`src/rtl/core/aes_pkg.sv`:
```
`timescale 1ns / 1ps
// ----------------------------------------------------------------------------
// aes_pkg
// Shared types, constants and round functions of the AES-128 encrypt unit.
// ----------------------------------------------------------------------------
package aes_pkg;

  localparam int unsigned BLOCK_W     = 128;
  localparam int unsigned HALF_W      = 64;
  localparam int unsigned ROUNDS      = 10;
  localparam int unsigned QUEUE_DEPTH = 4;

  localparam logic [7:0] GF_POLY  = 8'h1B;
  localparam logic [7:0] GF_TOP   = 8'h80;
  localparam logic [7:0] SBOX_AFF = 8'h63;

  localparam logic CFG_KEY_HIGH = 1'b0;
  localparam logic CFG_KEY_LOW  = 1'b1;

  typedef logic [BLOCK_W-1:0] block_t;

  function automatic logic [7:0] gf_dbl(input logic [7:0] v);
    logic [7:0] r;
    r = {v[6:0], 1'b0};
    if ((v & GF_TOP) != 8'h00) r = r ^ GF_POLY;
    return r;
  endfunction

  // Product in GF(2^8) modulo the AES polynomial (0x11B), by shift and add.
  function automatic logic [7:0] gf_mul(input logic [7:0] a, input logic [7:0] b);
    logic [7:0] p;
    logic [7:0] x;
    p = 8'h00;
    x = a;
    for (int i = 0; i < 8; i++) begin
      if (b[i]) p = p ^ x;
      x = gf_dbl(x);
    end
    return p;
  endfunction

  function automatic logic [7:0] sbox_calc(input logic [7:0] v);
    logic [7:0] inv;
    logic [7:0] sq;
    logic [7:0] s;
    inv = 8'h01;
    sq  = v;
    for (int i = 1; i < 8; i++) begin
      sq  = gf_mul(sq, sq);
      inv = gf_mul(inv, sq);
    end
    for (int i = 0; i < 8; i++) begin
      s[i] = inv[i] ^ inv[(i+4)%8] ^ inv[(i+5)%8] ^ inv[(i+6)%8] ^ inv[(i+7)%8]
             ^ SBOX_AFF[i];
    end
    return s;
  endfunction

  typedef logic [7:0] sbox_tab_t [256];

  function automatic sbox_tab_t sbox_build();
    sbox_tab_t t;
    for (int i = 0; i < 256; i++) t[i] = sbox_calc(8'(i));
    return t;
  endfunction

  localparam sbox_tab_t SBOX = sbox_build();

  // Byte i sits at bits [127-8i -: 8].
  function automatic logic [7:0] byte_at(input block_t b, input int i);
    return b[BLOCK_W-1-8*i -: 8];
  endfunction

  function automatic block_t sub_shift(input block_t b);
    block_t o;
    for (int c = 0; c < 4; c++)
      for (int r = 0; r < 4; r++)
        o[BLOCK_W-1-8*(r+4*c) -: 8] = SBOX[byte_at(b, r + 4*((c+r)%4))];
    return o;
  endfunction

  function automatic block_t mix_cols(input block_t b);
    block_t o;
    logic [7:0] a0, a1, a2, a3, al;
    for (int c = 0; c < 4; c++) begin
      a0 = byte_at(b, 4*c);
      a1 = byte_at(b, 4*c+1);
      a2 = byte_at(b, 4*c+2);
      a3 = byte_at(b, 4*c+3);
      al = a0 ^ a1 ^ a2 ^ a3;
      o[BLOCK_W-1-8*(4*c)   -: 8] = a0 ^ al ^ gf_dbl(a0 ^ a1);
      o[BLOCK_W-1-8*(4*c+1) -: 8] = a1 ^ al ^ gf_dbl(a1 ^ a2);
      o[BLOCK_W-1-8*(4*c+2) -: 8] = a2 ^ al ^ gf_dbl(a2 ^ a3);
      o[BLOCK_W-1-8*(4*c+3) -: 8] = a3 ^ al ^ gf_dbl(a3 ^ a0);
    end
    return o;
  endfunction

  // One step of the key schedule: four words from the previous round key.
  function automatic block_t next_key(input block_t k, input logic [7:0] rc);
    logic [31:0] w0, w1, w2, w3, t;
    w0 = k[127:96];
    w1 = k[95:64];
    w2 = k[63:32];
    w3 = k[31:0];
    t  = {SBOX[w3[23:16]] ^ rc, SBOX[w3[15:8]], SBOX[w3[7:0]], SBOX[w3[31:24]]};
    w0 = w0 ^ t;
    w1 = w1 ^ w0;
    w2 = w2 ^ w1;
    w3 = w3 ^ w2;
    return {w0, w1, w2, w3};
  endfunction

endpackage

```
`src/rtl/core/aes_front.sv`:
```
`timescale 1ns / 1ps
// ----------------------------------------------------------------------------
// aes_front
// Input queue: takes plaintext words and feeds them to the round pipeline.
// ----------------------------------------------------------------------------
module aes_front #(
  parameter int unsigned DEPTH = aes_pkg::QUEUE_DEPTH
) (
  input  logic            clk,
  input  logic            rst,
  input  logic            in_valid,
  output logic            in_ready,
  input  aes_pkg::block_t in_data,
  output logic            out_valid,
  input  logic            out_ready,
  output aes_pkg::block_t out_data
);

  localparam int unsigned AW = (DEPTH > 1) ? $clog2(DEPTH) : 1;

  aes_pkg::block_t mem [DEPTH];
  logic [AW-1:0] wr_ptr;
  logic [AW-1:0] rd_ptr;
  logic [AW:0]   count;
  logic          push;
  logic          pop;

  assign in_ready  = (count != (AW+1)'(DEPTH));
  assign out_valid = (count != '0);
  assign push      = in_valid && in_ready;
  assign pop       = out_valid && out_ready;
  assign out_data  = mem[rd_ptr];

  always_ff @(posedge clk) begin
    if (push) mem[wr_ptr] <= in_data;
  end

  always_ff @(posedge clk) begin
    if (rst) begin
      wr_ptr <= '0;
      rd_ptr <= '0;
      count  <= '0;
    end else begin
      if (push) wr_ptr <= (wr_ptr == AW'(DEPTH-1)) ? '0 : wr_ptr + 1'b1;
      if (pop)  rd_ptr <= (rd_ptr == AW'(DEPTH-1)) ? '0 : rd_ptr + 1'b1;
      count <= count + (AW+1)'(push) - (AW+1)'(pop);
    end
  end

endmodule

```
`config.mk`:
```
export PLATFORM = sky130hd
export DESIGN_NAME = aes_front
export DESIGN_NICKNAME = d
export VERILOG_FILES = /design/src/rtl/core/aes_pkg.sv /design/src/rtl/core/aes_front.sv
export SDC_FILE = /design/constraint.sdc
export NUM_CORES = 1
export LEC_CHECK = 0
export BUFFER_PORTS_ARGS = -buffer_cell sky130_fd_sc_hd__buf_2
export CAP_MARGIN = 20
export CORE_ASPECT_RATIO = 0.6
export CORE_MARGIN = 2
export CORE_UTILIZATION = 30
export DETAILED_ROUTE_END_ITERATION = 7
export SETUP_SLACK_MARGIN = 0.4
export SYNTH_ARGS = -nofsm -noshare
export SYNTH_HDL_FRONTEND = slang
export SYNTH_SLANG_ARGS = --single-unit
```
`constraint.sdc`:
```
create_clock -name clk -period 3.3 [get_ports clk]
set_input_delay 0.33 -clock clk [delete_from_list [all_inputs] [get_ports clk]]
set_output_delay 0.33 -clock clk [all_outputs]
set_load 0.05 [all_outputs]
```
==> results.json <==
{
  "drt_iter0_drc": 570,
  "crit_end": "out_data[91]",
  "r2r-end": "count[2]$_SDFF_PP0_",
  "final_common_cell": "edfxtp_1",
  "coreArea_mm2": 0.0625,
  "fmax_mhz": 372,
  "wl_met3_um": 2240,
  "clk_latency_ps": 580,
  "grt_pass1_vias": 9614,
  "grt_overflow": 0,
  "htree_num_levels": 2,
  "chipWidth_um": 329,
  "hold_path.class": "in -> reg",
  "final_util_pct": 38.8,
  "path_class": "reg -> out",
  "slew_headroom_pct": 50.1,
  "critPathLaunchType": "register",
  "rr_startpoint": "count[1]$_SDFF_PP0_",
  "rsz0062_at_grt": "no",
  "gr-usage-all-layers_pct": 11.7,
  "pwr_density_cell_mw_per_mm2": 815,
  "rrSetupSlack_ps": 720,
  "antenna_found_initial": 2,
  "cts.path.max_buffers": 3,
  "topRoutingLayerUsed": "met5",
  "synth_seq_area_share_pct": 82.0,
  "clk_pin_slew_worst_paths_ps": 70,
  "cts_buffers": 49,
  "setup-tns-final_ps": 0,
  "drv_slew": 0,
  "clock-sinks": 521,
  "rows": 71,
  "nets": 1287,
  "die_y_um": 199,
  "route.detailed.drc": 0,
  "reg2regPathDepth": 10,
  "grt_pass1_wl_um": 57400,
  "endpoint_kind": "primary output",
  "synth.distinct_cells": 26,
  "ctsResizeCount": 0,
  "m1WireLength_um": 17500,
  "die-area_mm2": 0.0653,
  "syn-num-nets": 857,
  "path_max_fanout": 63,
  "layout-drive-gt1-share_pct": 41.0,
  "viasPerCell": 4.45,
  "syn-cell-area_mm2": 0.0190,
  "grt_max_degree": 66,
  "cts_root_buf": "clkbuf_16",
  "power.leakage_nw": 8.06,
  "syn-mean-instance-area_um2": 26.4,
  "peakVddDrop_uv": 553,
  "wl_per_cell_um": 19.0,
  "maxCapViolCount": 0,
  "boundaryPins": 262,
  "skew_ps": 18.9,
  "cp.arrival_ps": 2360,
  "finalCriticalPeriod_ps": 2690,
  "outcome": "finished, final reports clean",
  "required_ps": 2970,
  "start_util_pct": 30.3,
  "synth.ff_latch_count": 521,
  "syn_inst": 717,
  "report.final.setup_viol": 0,
  "num_vias": 9026,
  "ant_nets": 0,
  "place_congestion": 0.689,
  "finalHoldViolCount": 0,
  "wl_um": 38600,
  "cts_tree": "yes",
  "most-common-layout-cells": "edfxtp_1 (512), buf_2 (261), dlygate4sd3_1 (129), mux4_2 (128), clkbuf_16 (51)",
  "first_pass_iters": 5,
  "ys_warn_count": 0,
  "portBuffers": 261,
  "areaGrowthSynthToFinish_pct": 27.9,
  "worst_pin_slew_ps": 749,
  "period_share_pct": 81.4,
  "dpl.hpwl_um": 22200,
  "met2_length_um": 18200
}
-- critical path, cell delays in order, from the launching register on --
cell and delay [ps]:
dfxtp_4 370, buf_12 350, mux4_2 640, buf_2 240
-- logic make-up (layout without fill, tap and decap cells) --
group | count (synthesis) | after routing | synth area share (%)
AND/OR/NAND/NOR | 18 | 18 | 0.574
multiplexers | 130 | 130 | 15.3
adder cells (fa/ha/maj) | 8 | 8 | 0.568
XOR/XNOR | 1 | 1 | 0.0462
flip-flops | 521 | 521 | 82.0
AO/OA/AOI/OAI | 4 | 4 | 0.158
other | 0 | 1 | 0
buffers and inverters | 35 | 505 | 1.30
-- registers in the layout (all words and copies together), names as in the netlist, named ones only --
signal / cells
wr_ptr: 2
rd_ptr: 2
count: 3
mem: 512
-- per-layer routing --
layer	up-vias	track usage (%)
met5	-	0
met4	4	3.37
met3	69	3.15
met2	218	18.4
met1	4762	16.0
li1	3973	-
-- area by class of cell --
| cell class | count | area (um2) |
|---|---|---|
| Antenna cell | 1 | 2.50 |
| Clock buffer | 58 | 1300 |
| Clock inverter | 33 | 254 |
| Fill cell | 5623 | 38300 |
| Inverter | 5 | 18.8 |
| Multi-Input combinational cell | 161 | 3170 |
| Sequential cell | 521 | 15600 |
| Tap cell | 839 | 1050 |
| Timing Repair Buffer | 409 | 2880 |
-- cells in the mapped netlist --
| library cell | count | area (um2) |
|---|---|---|
| ha_1 | 7 | 87.6 |
| nor2b_1 | 1 | 6.26 |
| nor2_1 | 3 | 11.3 |
| mux4_2 | 128 | 2880 |
| buf_6 | 12 | 135 |
| mux2i_1 | 2 | 20.0 |
| buf_2 | 14 | 70.1 |
| a21oi_1 | 1 | 5.00 |
| or3b_1 | 1 | 8.76 |
| dfxtp_1 | 9 | 180 |
| edfxtp_1 | 512 | 15400 |
| inv_1 | 5 | 18.8 |
| nand2b_1 | 2 | 12.5 |
| xor2_1 | 1 | 8.76 |
| and3_2 | 4 | 30.0 |
| buf_4 | 2 | 15.0 |
| or3_2 | 1 | 7.51 |
| and2_2 | 1 | 7.51 |
| o21ai_2 | 1 | 8.76 |
| clkbuf_1 | 2 | 7.51 |
| a211o_1 | 1 | 8.76 |
| nor3_1 | 1 | 5.00 |
| or3_1 | 2 | 12.5 |
| fa_1 | 1 | 20.0 |
| o31ai_1 | 1 | 7.51 |
| nand2_1 | 2 | 7.51 |
-- what timing repair did --
action	4_1_cts	5_1_grt
hold endpoints to repair	514	0
buffers inserted	0	0
hold buffers	129	0
endpoints found under the setup margin	0	0
-- worst min path at each step --
stage / start / endpoint / slack (ps) / cells past startpoint
finish: in_valid / wr_ptr[0]$_SDFFE_PP0P_ / 140 / 3
global route: in_valid / wr_ptr[0]$_SDFFE_PP0P_ / 100 / 3
CTS: in_valid / wr_ptr[0]$_SDFFE_PP0P_ / 90 / 3
detailed placement: rd_ptr[0]$_SDFFE_PP0N_ / register / 490 / 2
global placement: rd_ptr[0]$_SDFFE_PP0N_ / register / 480 / 2
floorplan: in_data[0] / mem[0][0]$_DFFE_PP_ / 430 / 0
-- metrics by stage --
| stage | instances | cell area (um2) | worst slack, ps | hold WS, ps | power [W] |
|---|---|---|---|---|---|
| after floorplan | 717 | 19000 | 389 | 429 | 0.0130 |
| after global placement | 1806 | 21400 | 834 | 481 | 0.0144 |
| after detailed placement | 1806 | 21400 | 732 | 495 | 0.0145 |
| after CTS | 2026 | 24200 | 553 | 93.0 | 0.0201 |
| after global routing | 2026 | 24200 | 493 | 99.3 | 0.0206 |
| final | 2027 | 24200 | 612 | 138 | 0.0198 |
-- where the power goes --
part | internal (W) | total, W | switching [W]
clock | 0.00307 | 0.00545 | 0.00238
combinational | 0.00183 | 0.00602 | 0.00419
sequential | 0.00811 | 0.00830 | 0.000192
(Power assumes the default switching activity.)
